<file path="config.mk">
export PLATFORM = sky130hd
export DESIGN_NAME = hcbp_ram
export DESIGN_NICKNAME = d
export VERILOG_FILES = /design/src/hdl/huffman_code_bit_packer_assert.svh /design/src/hdl/hcbp_ram.sv
export SDC_FILE = /design/constraint.sdc
export NUM_CORES = 2
export LEC_CHECK = 0
export BUFFER_PORTS_ARGS = -buffer_cell sky130_fd_sc_hd__buf_2
export CAP_MARGIN = 25
export CORE_MARGIN = 4
export CORE_UTILIZATION = 40
export DETAILED_ROUTE_END_ITERATION = 8
export HOLD_SLACK_MARGIN = 0.02
export PLACE_DENSITY = 0.52
export SYNTH_ARGS = -nofsm -noshare
export SYNTH_HDL_FRONTEND = slang
export SYNTH_SLANG_ARGS = --single-unit
</file>
<file path="constraint.sdc">
create_clock -name clk -period 2.7 [get_ports clk]
set_input_delay 0.135 -clock clk [delete_from_list [all_inputs] [get_ports clk]]
set_output_delay 0.135 -clock clk [all_outputs]
set_load 0.05 [all_outputs]
</file>
<file path="src/hdl/huffman_code_bit_packer_assert.svh">
// ---------------------------------------------------------------------------
// assertion macros for the huffman code bit packer
// ---------------------------------------------------------------------------
`ifndef HUFFMAN_CODE_BIT_PACKER_ASSERT_SVH
`define HUFFMAN_CODE_BIT_PACKER_ASSERT_SVH

// same-cycle implication, checked out of reset
`define HCBP_ASSERT_NOW(label, clk, rst_n, ante, cons) \
	label: assert property (@(posedge clk) disable iff (!rst_n) (ante) |-> (cons)) \
		else $error("hcbp same-cycle check failed");

// next-cycle implication, checked out of reset
`define HCBP_ASSERT_NEXT(label, clk, rst_n, ante, cons) \
	label: assert property (@(posedge clk) disable iff (!rst_n) (ante) |=> (cons)) \
		else $error("hcbp next-cycle check failed");

`endif

</file>
<file path="src/hdl/hcbp_ram.sv">
// ---------------------------------------------------------------------------
// hcbp_ram
// generic single-write, single-read ram with registered read data
// ---------------------------------------------------------------------------
module hcbp_ram #(
	parameter int WIDTH = 8,
	parameter int DEPTH = 256
) (
	input  logic                     clk,
	input  logic                     we,
	input  logic [$clog2(DEPTH)-1:0] waddr,
	input  logic [WIDTH-1:0]         wdata,
	input  logic                     re,
	input  logic [$clog2(DEPTH)-1:0] raddr,
	output logic [WIDTH-1:0]         rdata
);

	logic [WIDTH-1:0] mem [DEPTH];

	always_ff @(posedge clk) begin
		if (we) begin
			mem[waddr] <= wdata;
		end
		if (re) begin
			rdata <= mem[raddr];
		end
	end

endmodule

</file>
==> summary.txt <==
Detailed routing
  – Via count: between 40000 and 50000
  – Antenna-violating nets left: 0
  – Residual DRC: 0
  – Final wirelength: roughly 210000 microns
  – Mean routed wirelength per cell: roughly 30 microns
  – Vias per cell: ~5.6
  – DR pass1 iterations: 5
  – Iteration-0 DRC Markers: 4404

Critical path
  – Crit-path slowest cell: nor4_1
  – CP cell instances: mux4_2 > a22oi_1 > a21oi_1 > nor4_1 > buf_4 > nor4_2
  – Cell depth of the worst setup path: 6
  – Crit-path max FO: 1
  – Max incr delay on CP: around 890 ps
  – Crit Reg-Reg Startpoint: mem[246][0]$_DFFE_PP_
  – Critical Path End Type: flip-flop
  – Setup Crit Path Kind: reg2reg
  – R2R cell count: 6
  – Cell family with most CP delay: simple AND/OR/NAND/NOR gates
  – Worst R2R Setup Slack: -60 ps
  – Startpoint type of the worst setup path: flip-flop
  – Bufs and invs on worst path: 1
  – CP required: roughly 3300 ps
  – Reg2reg end: rdata[0]$_DFFE_PP_
  – Crit path DAT: 3350 ps

STA
  – Worst setup slack after layout: -64.8 ps
  – Final setup viols: 1
  – Slew margin rel.: between 20% and 30%
  – Maximum clock frequency: between 0.3 and 0.4 GHz
  – RSZ-0062 raised after global routing: no
  – Final setup TNS: -64.8 ps
  – Clk_skew: 36.7 ps
  – Worst slew pin tran: roughly 1100 ps
  – Pins Over Slew Limit: 0
  – Final Hold Fails: 0
  – Post-layout min period: 2760 ps
  – Final critical-path share of the clock period: 102%

Floorplan
  – Rows: about 160
  – Total I/O pin count: 35
  – Starting Density: between 40 and 50%
  – Die area: 206000 sq um
  – Core area: between 150000 and 200000 sq um
  – Die X-Extent: 454 microns
  – Die height: 454 microns

Synthesis
  – Synth Flop Type: edfxtp_1
  – Top post-synthesis cells by area: edfxtp_1 (78%), mux4_2 (13%), mux2i_1 (1.7%)
  – Post-synth net total: around 3800
  – Mapped cell area: around 80000 sq um
  – Synth Area per Inst: between 20 and 25 sq um
  – Count of distinct cell types in the synthesized netlist: 54
  – Synth warnings: 0
  – Biggest area consumer among synthesized cells: edfxtp_1
  – Register area share after synthesis: about 78%
  – Synth Register Bits: 2056
  – Gate Count Post-Synth: between 3000 and 4000
  – Post-synth EDFFs: around 2000
  – Post-synthesis async set-or-reset flop share: 0%
  – Most common cell in the netlist: edfxtp_1
  – Post-synth top area share: between 70% and 80%
  – Synth top cells by count: edfxtp_1 (2056), mux4_2 (454), nor2_1 (282), mux2i_1 (134), a22oi_1 (133)

Final layout
  – Fraction of layout cells with a size suffix above 1: a little under a third
  – Finished Core Util: between 40% and 50%
  – Layout area overhead: 17.9%
  – Multi-input gate area: roughly 17000 sq um
  – Final Cell Area: ~94000 sq um
  – Final Non-Filler Cells: between 7000 and 8000
  – Nets: 4385
  – Filler Cell Count: ~16000
  – Register area: slightly above 60000 sq um

Clock network
  – Clk root buf: clkbuf_16
  – CTS buffer count: 210
  – CTS tree: built
  – Worst skew pair latency: ~830 ps
  – H-Tree Depth: 4
  – CTS Buffer Depth: 3
  – Clock tree sinks: 2056
  – Clock transition at path regs: roughly 70 ps

Pwr
  – Leak pwr: roughly 30 nW
  – Cell Pwr Density: ~710 nW/um^2
  – Max IR drop VDD: approximately 650 uV

Worst hold path
  – Worst Hold Launch: waddr[6]
  – Worst hold endpoint: mem[205][5]$_DFFE_PP_
  – Worst min path class: in2reg
  – Hold path cells: 4

Placement
  – IO Port Bufs: 34
  – Placed insts: just under 7000
  – Post-DP HPWL: 138000 microns
  – Placed instance area: a little under 90000 sq um
  – Dpl ws: -933 ps
  – RePlAce Congestion: a little over 0.8

Global routing
  – Largest net degree at the start of global routing: 107
  – First-pass GRT wire length: slightly above 300000 microns
  – GRT overflow: 0
  – Vias in the first global route: 41100
  – Initial antenna violation count: 13
  – Total GRT Usage: about a fifth

Job
  – Maxcap violations: 0

Outcome
  – Outcome: complete, but fails checks
  – Failing checks: setup timing
state kept, by name (all words and copies together), names as in the netlist:
signal	cells
rdata	8
mem	2048
how the worst max path moves through the flow:
stage	start	end	slack [ps]
6_report	mem[246][0]$_DFFE_PP_	rdata[0]$_DFFE_PP_	-60
5_1_grt	mem[51][2]$_DFFE_PP_	rdata[2]$_DFFE_PP_	10
4_1_cts	mem[246][0]$_DFFE_PP_	rdata[0]$_DFFE_PP_	1
3_5_place_dp	raddr[0]	rdata[0]$_DFFE_PP_	-930
3_3_place_gp	raddr[0]	rdata[1]$_DFFE_PP_	-890
2_1_floorplan	raddr[0]	rdata[2]$_DFFE_PP_	490
layout make-up:
cell class	count	share of cell area, %
sequential	2056	65.8
multi-input combinational	1442	17.6
timing repair buffer	646	6.04
clock buffer	265	5.82
tap	2640	3.52
clock inverter	128	1.19
antenna	6	0.0160
inverter	2	0.00800
metrics by stage:
stage / total power, mW / hold slack (ps)
global route: 69.1 / 96.9
CTS: 67.6 / 36.3
global placement: 39.6 / 554
detailed placement: 39.6 / 558
floorplan: 37.7 / 234
finish: 66.9 / 124
metal layers:
| metal | vias up | global-route usage (%) | part of all wire (%) |
|---|---|---|---|
| met1 | 21600 | 30.2 | 43 |
| met3 | 291 | 3.42 | 6.3 |
| met4 | 4 | 4.63 | 2.2 |
| li1 | 17000 | - | - |
| met5 | - | 0 | 0.013 |
| met2 | 1344 | 33.4 | 48 |
layout by cell type, fill, tap and decap left out, drive strengths merged, types with 5 or more instances in the layout:
master	n
edfxtp	2056
buf	631
mux4	456
nor2	282
clkbuf	265
mux2i	134
a22oi	133
clkinv	101
a21oi	96
o221ai	47
nand3	34
nand2	33
nor2b	31
o22ai	28
nor4	27
nor3	22
a211oi	16
bufinv	15
dlygate4sd3	15
a221oi	14
o21ai	12
inv	11
nand4	10
o211ai	10
nand2b	8
a22o	8
diode	6
and2	6
o22a	5
o32ai	5
a2111oi	5
worst register-to-register path: stages, from the launching register on:
cell and delay (ps):
edfxtp_1 360, mux4_2 480, a22oi_1 250, a21oi_1 230, nor4_1 890, buf_4 250, nor4_2 40
power breakdown:
| group | leakage [nW] | total, mW | internal, mW | switching [mW] |
|---|---|---|---|---|
| clock | 3.19 | 28.0 | 15.8 | 12.2 |
| combinational | 8.33 | 3.68 | 1.40 | 2.28 |
| sequential | 18.5 | 35.3 | 35.2 | 0.0540 |
| total | 30.0 | 66.9 | 52.4 | 14.6 |
cell families after synthesis:
logic type             count (synthesis)  share of synthesized area, %
and+or+nand+nor                      466                          2.63
muxes                                591                          14.6
AOI/OAI and AO/OA                    385                          3.42
DFF                                 2056                          77.5
buffers and inverters                235                          1.83
timing repair:
item                       in CTS  in global routing
hold buffers                   15                  0
buffers inserted                0                  0
gates resized for setup         4                  2
hold endpoints to repair     1182                  0
setup endpoints to repair       2                  2
(Power assumes the default switching activity.)
